==> config.mk <==
export PLATFORM = sky130hd
export DESIGN_NAME = htprda_ram
export DESIGN_NICKNAME = d
export VERILOG_FILES = /design/src/sv/htprda_ram.sv
export SDC_FILE = /design/constraint.sdc
export NUM_CORES = 1
export LEC_CHECK = 0
export BUFFER_PORTS_ARGS = -buffer_cell sky130_fd_sc_hd__buf_2
export CAP_MARGIN = 20
export CORE_ASPECT_RATIO = 0.7
export CORE_MARGIN = 8
export CORE_UTILIZATION = 65
export DETAILED_ROUTE_END_ITERATION = 8
export PLACE_DENSITY = 0.88
export SLEW_MARGIN = 20
export SYNTH_ARGS = -nofsm -noshare
export SYNTH_HDL_FRONTEND = slang
export SYNTH_SLANG_ARGS = --single-unit
export TNS_END_PERCENT = 30
==> constraint.sdc <==
create_clock -name clk_i -period 4.7 [get_ports clk_i]
set_input_delay 0.94 -clock clk_i [delete_from_list [all_inputs] [get_ports clk_i]]
set_output_delay 0.94 -clock clk_i [all_outputs]
set_load 0.005 [all_outputs]
==> src/sv/htprda_ram.sv <==
// Simple dual-port synchronous RAM with one write port and one registered read port.
module htprda_ram #(
  parameter int unsigned DATA_W = 8,
  parameter int unsigned ADDR_W = 4
) (
  input  logic              clk_i,
  input  logic              we_i,
  input  logic [ADDR_W-1:0] waddr_i,
  input  logic [DATA_W-1:0] wdata_i,
  input  logic              re_i,
  input  logic [ADDR_W-1:0] raddr_i,
  output logic [DATA_W-1:0] rdata_o
);

  logic [DATA_W-1:0] mem [2**ADDR_W];
  logic [DATA_W-1:0] rdata_q;

  always_ff @(posedge clk_i) begin
    if (we_i) begin
      mem[waddr_i] <= wdata_i;
    end
  end

  always_ff @(posedge clk_i) begin
    if (re_i) begin
      rdata_q <= mem[raddr_i];
    end
  end

  assign rdata_o = rdata_q;

endmodule

# [Word-level counts from Yosys, hierarchy flattened]
# Memory sizes are Yosys's and may differ from the RTL's. A register that Yosys moved wholly into a read port is not among the register bits.
# Index checks and enable logic that the tools add are counted.
[op_classes] n_mux=2 n_mul=0 n_shift=0 n_div=0 magnitude_cmp=0 n_reduce_logical=0 n_eq_ne=0 bitwise=0 add_sub_neg=0
[ops] cell="$mux W1" n=2
[word_totals] latch_bits=0 output_inout_bits=8 romBits=0 wordCells=3 regBits=0 ramBits=128 mem_count=1
[memory_table] memory="mem" words=16 width=8 rd=1 rd_clocked_by_memory_dff=1 write_ports=1 line="15" text="logic [DATA_W-1:0] mem [2**ADDR_W];"

# [Depth between registers and ports, before layout]
# Gate-level depths: netlist of the first run.
[logic_depth] depth_word=2 ltp_mapped=5

# [Worst setup path after synthesis of the first run]
# OpenSTA, ideal clock, no wires.
[synth_path] path_kind="in2reg" start="input waddr_i[2]" end="memory mem[0][0] (enable)" setup_time_ps=383 arrival_time_ps=2050 cell_stages=2 slack_ps=2267 path_cell_list="or3b_2 nor3_1"
[synth_lines] element="start: declaration" line="8" text="input logic [ADDR_W-1:0] waddr_i,"
[synth_lines] element="end: declaration" line="15"
# No word-level cell before the write port.

==> results by group, run 1 <==
Floorplan
  – Area of the core: 7840 um^2
  – FP Rows: 27
  – I/O pin total: 27
  – Die H: about 91 um
  – Total die area: 11200 um^2
  – Die W: about 120 um
  – Initial Util: between 60 and 70%

Placement
  – I/O Buffers: 26
  – Pre-CTS setup slack: 1630 ps
  – Gpl congestion: 0.913
  – HPWL Detailed: 6440 um

Pwr
  – Part of the power in combinational logic: between 4 and 5%
  – VDD IR max: 418 uV
  – Clock share of power: just under 50%
  – Lkg Pwr: around 2 nW
  – Switching part of the total: between 10% and 20%
  – NetSw: 0.569 mW
  – Cell Int Power: 2.35 mW
  – Flop pwr share: 47.1%
  – Power density over the cells: a little under 500 nW/um^2

Final layout
  – Most frequent cells in the layout: 136 x edfxtp_1, 26 x buf_2, 18 x mux4_2
  – Final #Nets: 286
  – Most common cell after layout, fill and taps aside: edfxtp_1
  – Share of cells above drive strength 1: between 20% and 30%
  – Layout area overhead: 15.9%
  – N_diodes: 0
  – Area of the multi-input gates: 1060 um^2
  – Fillcell total: 393
  – Sequential cell area: 4080 um^2

Detailed routing
  – Initial DRC Count: ~280
  – WL final: 10800 um
  – Final ANT Viol Nets: 0
  – WL per Instance: 28.2 um
  – DR pass1 iterations: 5
  – # DRC: 0
  – Via Count: 2547
  – Vias/cell: 6.69

Critical path
  – Crit path cell chain: buf_2, mux4_1, a22oi_1, nand2_1
  – CP max stage cell: buf_2
  – Worst Path Arrival: 2770 ps
  – Critical path capture point type: flop
  – Max stage delay on crit path: 770 ps
  – R2R Path End: rdata_o[3]
  – Worst-case reg-to-reg path depth: 3
  – Critical path type: in -> reg
  – Crit start category: input pin
  – Flop2flop setup slack: 3190 ps
  – CP Data Required Time: 4860 ps
  – Critical Path Fanout Max: 32
  – Critical R2R Launch: mem[9][3]

Timing
  – Clock Skews: between 10 and 15 ps
  – Setup TNS: 0 ps
  – Worst Max-Slew Pin Slew: 1030 ps
  – RSZ-0062 raised after global routing: false
  – Crit path time final: 2610 ps
  – Fin crit share: 55.5%
  – Slew Limit Headroom: just over 30%
  – Final hold vios: 0
  – Final worst slack: 2090 ps
  – F_max: around 380 MHz
  – Final setup vio count: 0
  – Fin. max-slew vios: 0

Run status
  – Status: finished, final reports clean

Clock network
  – Clock Path Buffers: 2
  – CTS tree: yes
  – Post-cts resize count: 0
  – Insertion delay to the later sink of the worst-skew pair: 420 ps
  – Htree depth: 4
  – CTS sink cnt: approximately 140
  – Clock root buffer master: clkbuf_16
  – Clock slew at reported path FFs: roughly 60 ps
  – Cts hold-fix bufs: 0
  – TritonCTS buffer count: 17
  – Post-CTS setup buffers: 0

Logic synthesis
  – Yosys warnings: 0
  – Synthesized netlist cell count: about 230
  – Distinct cells, synth: 18
  – Netlist Area Pre-Place: 5230 um^2
  – Post-synthesis sequential area ratio: 78.1%
  – Flops & latches, synth: approximately 140
  – Synth Net Count: 248
  – Syn Area/Cell: 22.8 um^2

Global routing
  – Grt total ovfl: 0
  – Vias in the first global route: about 2600
  – Largest net degree at the start of global routing: 33
  – Antenna violations before repair: 0
  – First-pass GRT wire length: 16200 um
  – GRT Util Overall: 20.7%

Min path
  – WHS Endpoint: rdata_o[1]
  – Hold path cells: 3
  – HP Class: reg -> reg
  – Hold path startpoint: mem[8][1]

Flow run
  – Max Cap Viol: 0
[critical path: cells and delay by family]
family | cells | cell delay (ps)
buffers and inverters | 1 | 770
multiplexers | 1 | 650
AO/OA/AOI/OAI | 1 | 300
AND/OR/NAND/NOR | 1 | 90
[sequential cells by signal (all words and copies together) (netlist names)]
register / count
mem: 128
rdata_o: 8
[per-stage QoR]
step / hold slack (ps) / util, % / cells / cell area [um^2] / power, mW
2_1_floorplan: 705 / - / 229 / 5230 / 1.47
3_3_place_gp: 733 / 69.2 / 349 / 5420 / 1.51
3_5_place_dp: 740 / 69.2 / 349 / 5430 / 1.52
4_1_cts: 752 / 77.3 / 381 / 6060 / 2.93
5_1_grt: 801 / 77.3 / 381 / 6060 / 2.99
6_report: 754 / 77.3 / 381 / 6060 / 2.92
[power by group through the flow]
stage          combinational, mW  clock [mW]  sequential (mW)
6_report                   0.122        1.42             1.38
2_1_floorplan             0.0690           0             1.40
4_1_cts                    0.122        1.43             1.38
3_5_place_dp               0.120           0             1.40
3_3_place_gp               0.115           0             1.40
5_1_grt                    0.130        1.48             1.38
[area by class of cell]
| type | instances | share of cell area (%) |
|---|---|---|
| clock inverter | 13 | 3.32 |
| sequential | 136 | 67.4 |
| timing repair buffer | 29 | 2.52 |
| multi-input combinational | 83 | 17.5 |
| tap | 101 | 2.09 |
| clock buffer | 19 | 7.14 |
[synth_stat cells (all sizes together)]
cell           instances  area share (%)
a22oi                 16             2.3
edfxtp               136              78
buf                    7             1.1
nand2                  9            0.65
nand3b                 2            0.29
and2                   1            0.12
nand2b                 2            0.24
or3b                   1            0.17
nand3                  1           0.096
nor2                  13            0.93
nor3                   4            0.38
mux4                  32              15
clkdlybuf4s25          3            0.57
and2b                  1            0.14
nor2b                  1            0.12
[logic make-up after synthesis]
logic type,synth area share (%)
muxes,14.8
and+or+nand+nor,3.14
buffers and inverters,1.65
DFF,78.1
AOI/OAI and AO/OA,2.30
[worst max path at each step]
stage / from / endpoint
CTS: raddr_i[0] / rdata_o[3]
global route: raddr_i[0] / rdata_o[3]
finish: raddr_i[0] / rdata_o[3]
floorplan: waddr_i[2] / mem[0][0]
detailed placement: raddr_i[0] / rdata_o[3]
global placement: raddr_i[0] / rdata_o[6]
[routing by layer]
metal / global-route usage (%) / vias up / part of all wire, %
met5: 0 / - / 0
met2: 30.7 / 158 / 48
met1: 27.9 / 1313 / 41
met3: 8.97 / 14 / 10
met4: 4.80 / 0 / 0.95
li1: - / 1062 / -
Note: power is estimated with default switching activity, not from simulation.
==> run 2: changes to the inputs <==
--- a/config.mk
+++ b/config.mk
@@ -9,9 +9,9 @@
 export CAP_MARGIN = 20
 export CORE_ASPECT_RATIO = 0.7
 export CORE_MARGIN = 8
-export CORE_UTILIZATION = 65
+export CORE_UTILIZATION = 54
 export DETAILED_ROUTE_END_ITERATION = 8
-export PLACE_DENSITY = 0.88
+export PLACE_DENSITY = 0.78
 export SLEW_MARGIN = 20
 export SYNTH_ARGS = -nofsm -noshare
 export SYNTH_HDL_FRONTEND = slang
==> constraint.sdc (replaced) <==
create_clock -name clk_i -period 2.14 [get_ports clk_i]
set_input_delay 0.428 -clock clk_i [delete_from_list [all_inputs] [get_ports clk_i]]
set_output_delay 0.428 -clock clk_i [all_outputs]
set_load 0.005 [all_outputs]
==> results by group, run 2 (same netlist as run 1, synthesis figures left out) <==
Run status
  – Status: finished, final reports clean (unchanged)

Clock network
  – Insertion delay to the later sink of the worst-skew pair: 410 ps (was 420 ps)
  – TritonCTS buffer count: 17 (unchanged)
  – Clock Path Buffers: 2 (unchanged)
  – Post-cts resize count: 0 (unchanged)
  – Htree depth: 4 (unchanged)
  – Clock slew at reported path FFs: 60 ps (about the same)
  – Cts hold-fix bufs: 0 (unchanged)
  – CTS tree: yes (unchanged)
  – Post-CTS setup buffers: 0 (unchanged)
  – Clock root buffer master: clkbuf_16 (unchanged)
  – CTS sink cnt: 136 (unchanged)

Detailed routing
  – DR pass1 iterations: 4 (was 5)
  – Initial DRC Count: 317 (was 281)
  – # DRC: 0 (unchanged)
  – WL per Instance: 24.5 um (was 28.2 um)
  – Vias/cell: 5.94 (was 6.69)
  – Via Count: 2542 (was 2547)
  – Final ANT Viol Nets: 0 (unchanged)
  – WL final: 10500 um (was 10800 um)

Timing
  – Clock Skews: 5.91 ps (was 10.2 ps)
  – Crit path time final: 1620 ps
  – Setup TNS: 0 ps (unchanged)
  – F_max: 615 MHz
  – Slew Limit Headroom: 73.2% (was 31.1%)
  – Worst Max-Slew Pin Slew: 403 ps (was 1030 ps)
  – Fin crit share: 75.9%
  – Fin. max-slew vios: 0 (unchanged)
  – Final setup vio count: 0 (unchanged)
  – Final hold vios: 0 (unchanged)
  – RSZ-0062 raised after global routing: false (unchanged)

Critical path
  – WP buf/inv: 2 (was 1)
  – CP Data Required Time: 2290 ps (was 4860 ps)
  – Critical Path Fanout Max: 9 (was 32)
  – Critical path type: in -> reg (unchanged)
  – Crit start category: input pin (unchanged)
  – Worst Path Arrival: 1780 ps (was 2770 ps)
  – Max stage delay on crit path: 580 ps (was 770 ps)
  – CP max stage cell: mux4_1 (was buf_2)
  – Crit path max-delay family: multiplexers (was buffers and inverters)
  – Crit path cell chain: buf_2, buf_4, mux4_1, a22oi_1, nand2_1 (was buf_2, mux4_1, a22oi_1, nand2_1)
  – Critical path capture point type: flop (unchanged)

Placement
  – I/O Buffers: 26 (unchanged)
  – DP Area: 5640 um^2 (was 5430 um^2)
  – HPWL Detailed: 6670 um (was 6440 um)
  – Gpl congestion: 0.722 (was 0.913)

Final layout
  – Final core occ: 65.1% (was 77.3%)
  – Layout area overhead: 19.1% (was 15.9%)
  – Design area: 6230 um^2 (was 6060 um^2)
  – Final #Nets: 306 (was 286)
  – Share of cells above drive strength 1: 32.3% (was 27.5%)
  – Most common cell after layout, fill and taps aside: edfxtp_1 (unchanged)
  – Most flop-heavy register: mem (unchanged)
  – N_diodes: 0 (unchanged)
  – Most frequent cells in the layout: 136 x edfxtp_1, 26 x buf_2, 20 x buf_4 (was 136 x edfxtp_1, 26 x buf_2, 18 x mux4_2)
  – Max reg flops: 128 (unchanged)

Floorplan
  – Die W: 134 um (was 123 um)
  – Initial Util: 54.6% (was 66.7%)
  – I/O pin total: 27 (unchanged)
  – Total die area: 13100 um^2 (was 11200 um^2)
  – Area of the core: 9570 um^2 (was 7840 um^2)
  – Die H: 98.3 um (was 91.0 um)
  – FP Rows: 30 (was 27)

Pwr
  – Cell Int Power: 4.94 mW (was 2.35 mW)
  – Lkg Pwr: 2.12 nW (was 2.03 nW)
  – Switching part of the total: 19.9% (was 19.5%)
  – Flop pwr share: 48.9% (was 47.1%)
  – NetSw: 1.23 mW (was 0.569 mW)
  – VDD IR max: 754 uV (was 418 uV)
  – Part of the power in combinational logic: 4.6% (was 4.2%)
  – Power density over the cells: 991 nW/um^2 (was 482 nW/um^2)
  – Clock share of power: 46.5% (was 48.7%)

Global routing
  – Antenna violations before repair: 0 (unchanged)
  – GRT Util Overall: 16.9% (was 20.7%)
  – First-pass GRT wire length: 15900 um (was 16200 um)
  – Vias in the first global route: 2648 (was 2551)
  – Grt total ovfl: 0 (unchanged)
  – Largest net degree at the start of global routing: 19 (was 33)

Flow run
  – Max Cap Viol: 0 (unchanged)

Min path
  – HP Class: in -> reg (was reg -> reg)
## run 2: power groups by stage
stage / sequential, mW / clock, mW / combinational [mW]
after floorplan: 3.07 / 0 / 0.151
after global placement: 3.07 / 0 / 0.274
after detailed placement: 3.07 / 0 / 0.283
after CTS: 3.02 / 2.90 / 0.287
after global routing: 3.02 / 3.01 / 0.305
final: 3.02 / 2.87 / 0.282
## run 2: worst register-to-register path: cells and delay by family, from the launching register on
kind	cells	cell delay, ps
mux	1	510
flops	1	400
compound gates	1	290
simple gates	1	90
## run 2: final cells by class
type	instances	area, um^2
flip-flops and latches	136	4080
fillers	608	3340
multi-input cells	83	1060
clock buffers	18	429
repair buffers	49	340
well taps	128	160
clock inverters	14	156
## run 2: final timing paths
check | startpoint | to | slack, ps | cells after the start
setup / recovery | raddr_i[0] | rdata_o[0] | 520 | 5
hold / removal | wdata_i[7] | mem[15][7] | 400 | 1
setup reg to reg | mem[0][0] | rdata_o[0] | 590 | 3
hold reg to reg | mem[2][1] | rdata_o[1] | 760 | 3
## run 2: through the flow
step	std cells	total power [mW]	hold slack, ps	worst slack (ps)
final	428	6.17	403	515
after global routing	428	6.34	388	466
after CTS	428	6.21	394	528
after detailed placement	396	3.36	732	116
after global placement	396	3.34	733	168
after floorplan	229	3.22	527	219
## run 2: layer usage
metal | GRT usage [%] | wire [um] | vias to the layer above
li1 | - | - | 1098
met1 | 23.1 | 4600 | 1308
met2 | 24.9 | 4880 | 116
met3 | 5.59 | 824 | 20
met4 | 6.19 | 193 | 0
met5 | 0 | 0 | -
