$ cat config.mk
export PLATFORM = sky130hd
export DESIGN_NAME = htprda_eval
export DESIGN_NICKNAME = d
export VERILOG_FILES = /design/src/sv/htprda_pkg.sv /design/src/sv/htprda_eval.sv
export SDC_FILE = /design/constraint.sdc
export NUM_CORES = 1
export LEC_CHECK = 0
export BUFFER_PORTS_ARGS = -buffer_cell sky130_fd_sc_hd__buf_2
export CORE_AREA = 2 2 197 199
export DETAILED_ROUTE_END_ITERATION = 6
export DIE_AREA = 0 0 199 201
export GPL_TIMING_DRIVEN = 1
export PLACE_DENSITY = 0.42
export SYNTH_ARGS = -nofsm -noshare
export SYNTH_HDL_FRONTEND = slang
export SYNTH_SLANG_ARGS = --single-unit
$ cat constraint.sdc
create_clock -name vclk -period 2.9
set_clock_uncertainty 0.05 [all_clocks]
set_input_delay 0.58 -clock vclk [all_inputs]
set_output_delay 0.58 -clock vclk [all_outputs]
set_load 0.02 [all_outputs]
$ cat src/sv/htprda_pkg.sv
// Package with the types, codes and sizes of the hash table probe and record unit.
package htprda_pkg;

  localparam int unsigned INDEX_BITS = 16;

  localparam logic KIND_PROBE  = 1'b0;
  localparam logic KIND_RECORD = 1'b1;

  localparam logic [1:0] BOUND_NONE  = 2'd0;
  localparam logic [1:0] BOUND_EXACT = 2'd1;
  localparam logic [1:0] BOUND_UPPER = 2'd2;
  localparam logic [1:0] BOUND_LOWER = 2'd3;

  typedef logic [INDEX_BITS-1:0] slot_t;

  typedef struct packed {
    logic               kind;
    logic [63:0]        position_key;
    logic [7:0]         search_depth;
    logic signed [15:0] alpha_bound;
    logic signed [15:0] beta_bound;
    logic signed [15:0] new_value;
    logic [1:0]         new_bound_kind;
    logic [31:0]        new_move;
  } in_item_t;

  typedef struct packed {
    logic               hit;
    logic               score_known;
    logic signed [15:0] score;
    logic [31:0]        stored_move;
    logic [7:0]         stored_depth;
    logic [1:0]         stored_kind;
    logic signed [15:0] stored_value;
  } out_item_t;

  typedef struct packed {
    logic [63:0]        key;
    logic [31:0]        move;
    logic [7:0]         age;
    logic signed [15:0] value;
    logic [1:0]         kind;
    logic [7:0]         depth;
  } entry_t;

  localparam int unsigned ENTRY_W = $bits(entry_t);

  typedef struct packed {
    logic      wr_en;
    entry_t    wr_entry;
    out_item_t result;
  } eval_t;

endpackage

$ cat src/sv/htprda_eval.sv
// Probe lookup and record replacement decision for one table entry.
module htprda_eval (
  input  htprda_pkg::in_item_t item_i,
  input  htprda_pkg::entry_t   entry_i,
  input  logic [7:0]           gen_i,
  output htprda_pkg::eval_t    eval_o
);
  import htprda_pkg::*;

  logic      keep_old;
  logic      hit;
  logic      known;
  logic signed [15:0] score;
  out_item_t res;

  always_comb begin
    keep_old = (|entry_i.key) && (entry_i.age == gen_i) &&
               (item_i.search_depth < entry_i.depth);

    hit   = (entry_i.key == item_i.position_key);
    known = 1'b0;
    score = '0;
    if (hit && (entry_i.depth >= item_i.search_depth)) begin
      unique case (entry_i.kind)
        BOUND_EXACT: begin
          known = 1'b1;
          score = entry_i.value;
        end
        BOUND_UPPER: begin
          if (entry_i.value <= item_i.alpha_bound) begin
            known = 1'b1;
            score = item_i.alpha_bound;
          end
        end
        BOUND_LOWER: begin
          if (entry_i.value >= item_i.beta_bound) begin
            known = 1'b1;
            score = item_i.beta_bound;
          end
        end
        BOUND_NONE: begin
          known = 1'b0;
        end
      endcase
    end

    res = '0;
    if (hit) begin
      res.hit          = 1'b1;
      res.score_known  = known;
      res.score        = score;
      res.stored_move  = entry_i.move;
      res.stored_depth = entry_i.depth;
      res.stored_kind  = entry_i.kind;
      res.stored_value = entry_i.value;
    end

    eval_o.wr_en          = !keep_old;
    eval_o.wr_entry.key   = item_i.position_key;
    eval_o.wr_entry.move  = item_i.new_move;
    eval_o.wr_entry.age   = gen_i;
    eval_o.wr_entry.value = item_i.new_value;
    eval_o.wr_entry.kind  = item_i.new_bound_kind;
    eval_o.wr_entry.depth = item_i.search_depth;
    eval_o.result         = res;
  end

endmodule

**Yosys cells after proc, flatten, opt, wreduce, memory -nomap -nowiden**

Index checks and enable logic that the tools add are counted.

- Word-level logic and storage cells: 24
- Bits in registers: 0
- Output and inout port bits: 207

- Order comparisons: 4
- Muxes and demuxes: 9
- Reductions and logical operators: 6
- Eq/ne operators: 5

Operators with widths:

| cell | count |
|---|---|
| $mux W76 | 1 |
| $eq A64 B64 Y1 | 1 |
| $reduce_or A64 Y1 | 1 |
| $mux W16 | 3 |
| $pmux W16 S3 | 1 |
| $ge A16 B16 Y1 | 1 |
| $le A16 B16 Y1 | 1 |
| $eq A8 B8 Y1 | 1 |
| $ge A8 B8 Y1 | 1 |
| $lt A8 B8 Y1 | 1 |
| $eq A2 B2 Y1 const B | 2 |
| $pmux W1 S4 | 1 |
| $logic_and A1 B1 Y1 | 3 |
| $mux W1 | 3 |
| $eq A2 B1 Y1 const B | 1 |
| $logic_not A2 Y1 | 1 |
| $logic_not A1 Y1 | 1 |

**Depth between registers and ports, before layout**

Gate-level depths: netlist of the first run.

- Depth in word-level cells: 5
- Mapped depth: 9
- Mapped depth without buffers: 8

**Worst setup path before layout of the first run**

Ideal clock, no wire load.

- Kind: input port to output port
- Start: input port item_i[73] in the netlist's numbering
- End: output port eval_o[64] in the netlist's numbering
- Path buffers: 1
- Data arrival time: 2.618 ns
- Required time: 2.270 ns
- Cell stages on the path: 9
- Path slack: -0.348 ns
- Path through: inv_1 -> ha_1 -> a21oi_1 -> o21ai_0 -> o2bb2ai_1 -> nor4_2 -> clkbuf_1 -> o31ai_1 -> a31oi_1

RTL lines:

| element | line | source |
|---|---|---|
| start: declaration | htprda_eval.sv:3 | `input htprda_pkg::in_item_t item_i,` |
| end: declaration | htprda_eval.sv:6 | `output htprda_pkg::eval_t eval_o` |

==> results.cfg, run 1 <==
[yosys]
synth_warnings = 0
synthTopCellsByArea = buf_4, xor2_1, ha_1
avgSynthCellArea_sq_um = 7.080
synth_area_leader_cell = buf_4
synth_cell_types = 39
ys_seq_area_share_pct = 0
netlist_top_cells_count = buf_4, xor2_1, and2_1
yosys.cell_count.top_type = buf_4
netlist.area_leader.share_pct = 25.49
syn_area_sq_um = 3859
syn-num-nets = 878
syn-instance-count = 545

[floorplan]
die_area_sq_um = 40000
die_x_um = 199
initial_core_util_pct = 10.13
io_pins = 500
core_area_sq_um = 38110
rows = 72
die_h_um = 201

[place]
dp_cells = 1452
gp_congestion = 0.9080
portBuffers = 399
dp_hpwl_um = 25110
place_ws_ns = -0.8412

[final_layout]
nNetsFinal = 1298
design.seq.count = 0
area_growth_pct = 122.5
clkbuf_count = 0
instances_no_fill = 1490
fillers = 4269
drive_gt1_share_pct = 75.60
final-seq-area_sq_um = 0

[routing]
wl_per_cell_um = 19.91
drcViolationCount = 0
vias_per_cell = 3.781
firstDrtPassIters = 4
wl_um = 29670
drt_iter0_markers = 149
via_count = 5634
final_antenna_net_count = 0

[setup_path]
cp.required_ns = 2.27
start_kind = input pin
cp_max_fo = 8
end_kind = primary output
crit_start = item_i[81]
critPathKind = in -> out
arrival_ns = 2.63

[status]
status = finished with violations
violations = negative setup slack

[power]
power.density_nw_per_um2 = 118.5
power.leakage_nw = 4.117
ir_drop_mv = 0.07120

[timing]
setup_ws_ns = -0.3557
timing.slew.headroom_pct = 66.21
hold_viol = 0
setup_viol = 76
tightest_slew_ns = 0.5052
setup_tns_ns = -20.65
rsz0062_at_grt = true
post-route-period-util_pct = 112.3
drv_slew = 0
max_freq_mhz = 307.2
min_period_ns = 3.256

[global_route]
grt_max_degree = 25
antenna_found_initial = 25
grt_pass1_wl_um = 39380
grt_pass1_vias = 5913
grt.total_usage_pct = 13.61
overflow = 0

[flow_run]
maxCapViolCount = 0

[clocking]
cts_hold_buf = 0

[worst_hold_path]
min_from = item_i[9]
holdCritPathClass = in -> out
## worst max-delay path, stage by stage
cell and delay, ns:
buf_6 0.08, inv_2 0.04, ha_4 0.25, nand4_1 0.13, buf_4 0.17, nor3_4 0.19
a21boi_4 0.22, buf_6 0.13, o311a_4 0.32, o31ai_1 0.12, a31oi_1 0.20, buf_4 0.17
## area by class of cell
| class | count | area (sq um) | share of cell area, % |
|---|---|---|---|
| multi-input combinational | 358 | 3607 | 42.01 |
| timing repair buffer | 563 | 4143 | 48.25 |
| antenna | 9 | 22.52 | 0.2623 |
| inverter | 42 | 165.2 | 1.924 |
| tap | 518 | 648.1 | 7.549 |
## stage by stage
| stage | utilization, % | power (mW) | cell area, sq um | hold WS, ns |
|---|---|---|---|---|
| 4_1_cts | 21.30 | 1.003 | 8117 | 1.110 |
| 6_report | 22.53 | 1.017 | 8586 | 1.110 |
| 5_1_grt | 22.52 | 1.099 | 8583 | 1.110 |
| 2_1_floorplan | - | 0.4952 | 3999 | 1.223 |
| 3_5_place_dp | 17.41 | 0.8466 | 6635 | 1.110 |
| 3_3_place_gp | 17.41 | 0.8478 | 6635 | 1.110 |
## power breakdown
group / internal (mW) / switching (mW) / total, mW
Combinational: 0.498 / 0.519 / 1.02
Clock: 0.000000423 / 0 / 0.000000423
Sequential: 0 / 0 / 0
## what timing repair did
item,CTS,global route
cloned,7,3
pin swaps,61,27
buffers inserted,18,5
endpoints found under the setup margin,77,77
gates resized for setup,300,115
## kinds of logic after synthesis
group | share of synthesized area, %
adder cells (fa/ha/maj) | 12.97
buffers and inverters | 31.32
AO/OA/AOI/OAI | 15.01
AND/OR/NAND/NOR | 24.12
XOR/XNOR | 16.57
## layer usage
metal	vias to the layer above	GRT usage [%]	wire length [um]
met5	-	0	146
met4	22	6.183	1061
met3	62	4.402	2599
met2	317	25.14	15650
met1	2626	13.75	10220
li1	2607	-	-
## placed cells by master (no fill, tap or decap), types with 3 or more instances in the layout
cell type / netlist / routed
inv_1: 42 / 23
xor2_1: 64 / 58
ha_1: 40 / 18
o21ai_1: 1 / 8
diode_2: 0 / 9
nor2_1: 4 / 3
and2_1: 60 / 3
buf_4: 131 / 156
and2_4: 0 / 57
nor4_2: 1 / 8
a21o_1: 5 / 5
o21ai_2: 0 / 5
a21oi_1: 13 / 10
inv_4: 0 / 3
nor4_4: 1 / 4
ha_4: 0 / 22
nand2_1: 24 / 23
a31oi_1: 17 / 7
buf_2: 1 / 285
o21ai_0: 21 / 7
buf_12: 0 / 8
inv_2: 0 / 16
o31ai_1: 17 / 3
a31oi_2: 0 / 10
nor2b_1: 5 / 4
o21a_1: 3 / 3
xnor2_1: 9 / 9
nand4_1: 19 / 19
nor4_1: 35 / 25
buf_8: 0 / 11
buf_6: 1 / 99
a21oi_2: 0 / 3
xor2_2: 0 / 6
o31ai_4: 0 / 13
## worst paths after layout
kind                          end  slack (ns)  depth (start not counted)
worst max-delay path   eval_o[61]       -0.36                         12
worst min-delay path  eval_o[119]        1.11                          0
No activity file was read; power rests on OpenSTA's default activity.
==> run 2, diff against run 1 <==
Settings changed: CORE_AREA 2 2 197 199 to 2 2 196 198, DIE_AREA 0 0 199 201 to 0 0 198 200, GPL_TIMING_DRIVEN 1 to 0, PLACE_DENSITY 0.42 to 0.41.
Clock period 2.9 ns to 3.6 ns, I/O delays scaled along.
==> run 2 against run 1 <==
- the run now ends clean
- worst hold slack better by 0.50 ns
- combinational power is 17% lower
- utilization is 0.92 points lower
- via count is 0.80% lower
- critical path depth is 1 lower
- first-iteration DRC count is 7.4% lower
- flip-flop and latch count stayed put
- total power is 17% lower
- clock-buffer cell count stayed put
- critical path type unchanged
- largest power group unchanged
==> results.cfg, run 2 (same netlist as run 1, synthesis figures left out) <==
[flow_run]
maxCapViolCount = 0

[setup_path]
critPathTopFamily = compound AO/OA/AOI/OAI gates
worst_path_max_delay_cell = o311a_4
crit_path_cell_trace = buf_2, inv_1, ha_1, nand4_1, nor2_1, o2bb2ai_2, o311a_4, buf_12, o31ai_4, a31oi_4, buf_4
end_kind = primary output
arrival_ns = 2.80
cp_max_fo = 5
cpPeakStageDelay_ns = 0.45
crit_buf_inv = 4
start_kind = input pin
cp.required_ns = 2.83
critPathKind = in -> out

[floorplan]
initial_core_util_pct = 10.32
rows = 71
die_area_sq_um = 39600
die_x_um = 198
io_pins = 500
core_area_sq_um = 37400
die_h_um = 200

[global_route]
antenna_found_initial = 13
overflow = 0
grt_pass1_wl_um = 35020
grt.total_usage_pct = 12.02
grt_pass1_vias = 5468
grt_max_degree = 11

[routing]
vias_per_cell = 3.643
drcViolationCount = 0
wl_um = 26760
drt_iter0_markers = 138
firstDrtPassIters = 4
wl_per_cell_um = 17.45
via_count = 5589
final_antenna_net_count = 0

[final_layout]
mostFrequentLayoutCell = buf_2
clkbuf_count = 0
final_cell_mix = buf_2, buf_4, xor2_1, and2_1, inv_1
final-seq-area_sq_um = 0
fin_area_sq_um = 8083
drive_gt1_share_pct = 68.44
fillers = 4237
design.seq.count = 0
fin_util_pct = 21.61
nNetsFinal = 1352
multiInputGateArea_sq_um = 3458
area_growth_pct = 109.5
instances_no_fill = 1534

[status]
status = complete, no violations

[timing]
hold_viol = 0
setup_viol = 0
max_freq_mhz = 280.0
timing.slew.headroom_pct = 53.75
post-route-period-util_pct = 99.21
drv_slew = 0
setup_ws_ns = 0.02860
rsz0062_at_grt = true
tightest_slew_ns = 0.6874
min_period_ns = 3.571

[power]
power.density_nw_per_um2 = 104.6
ir_drop_mv = 0.06646
power.leakage_nw = 4.113

[place]
portBuffers = 449
dp_hpwl_um = 23860
dp_cells = 1505
place_area_sq_um = 6745
place_ws_ns = -1.104
gp_congestion = 0.8874

[worst_hold_path]
holdCritPathClass = in -> out

[clocking]
cts_hold_buf = 0
[run 2: cell count changes in the layout (fill, tap and decap cells not counted), moves of 6 or more]
cell	change
a31oi_2	-9
a31oi_4	+12
and2_1	+56
and2_4	-56
buf_12	-6
buf_2	+123
buf_4	+13
buf_6	-73
buf_8	-6
ha_1	+12
ha_4	-12
inv_1	+13
inv_2	-10
[run 2: stage by stage]
| step | TNS (ns) | total power, mW | hold slack, ns |
|---|---|---|---|
| 6_report | 0 | 0.8458 | 1.607 |
| 5_1_grt | -1.831 | 0.9134 | 1.610 |
| 2_1_floorplan | 0 | 0.3867 | 1.503 |
| 3_3_place_gp | -59.48 | 0.7151 | 1.609 |
| 3_5_place_dp | -57.17 | 0.7181 | 1.608 |
| 4_1_cts | -0.4368 | 0.7632 | 1.608 |
[run 2: final cells by class]
type | count | share of cell area (%)
Inverter | 42 | 1.950
Tap cell | 511 | 7.910
Multi-Input combinational cell | 357 | 42.79
Timing Repair Buffer | 474 | 33.20
Buffer | 144 | 13.96
Antenna cell | 6 | 0.1858
[run 2: repair_timing]
action / in CTS / in global routing
pin swaps: 14 / 60
endpoints found under the setup margin: 76 / 59
gates cloned: 2 / 2
resized for setup: 86 / 149
setup buffers: 12 / 9
[run 2: per-layer routing]
layer  part of all wire, %  global-route usage (%)
met3                   5.4                   1.428
met2                    54                   23.37
met5                 0.034                       0
met4                   2.7                   3.286
met1                    38                   13.76
[run 2: path summary, 6_finish.rpt]
check / from / end / slack, ns / cells past startpoint
worst max-delay path: item_i[75] / eval_o[65] / 0.03 / 11
worst min-delay path: item_i[38] / eval_o[90] / 1.61 / 2
[run 2: power by group]
| part | internal (mW) | switching (mW) |
|---|---|---|
| Sequential | 0 | 0 |
| Clock | 0.000000187 | 0 |
| Combinational | 0.398 | 0.448 |
| Total | 0.398 | 0.448 |
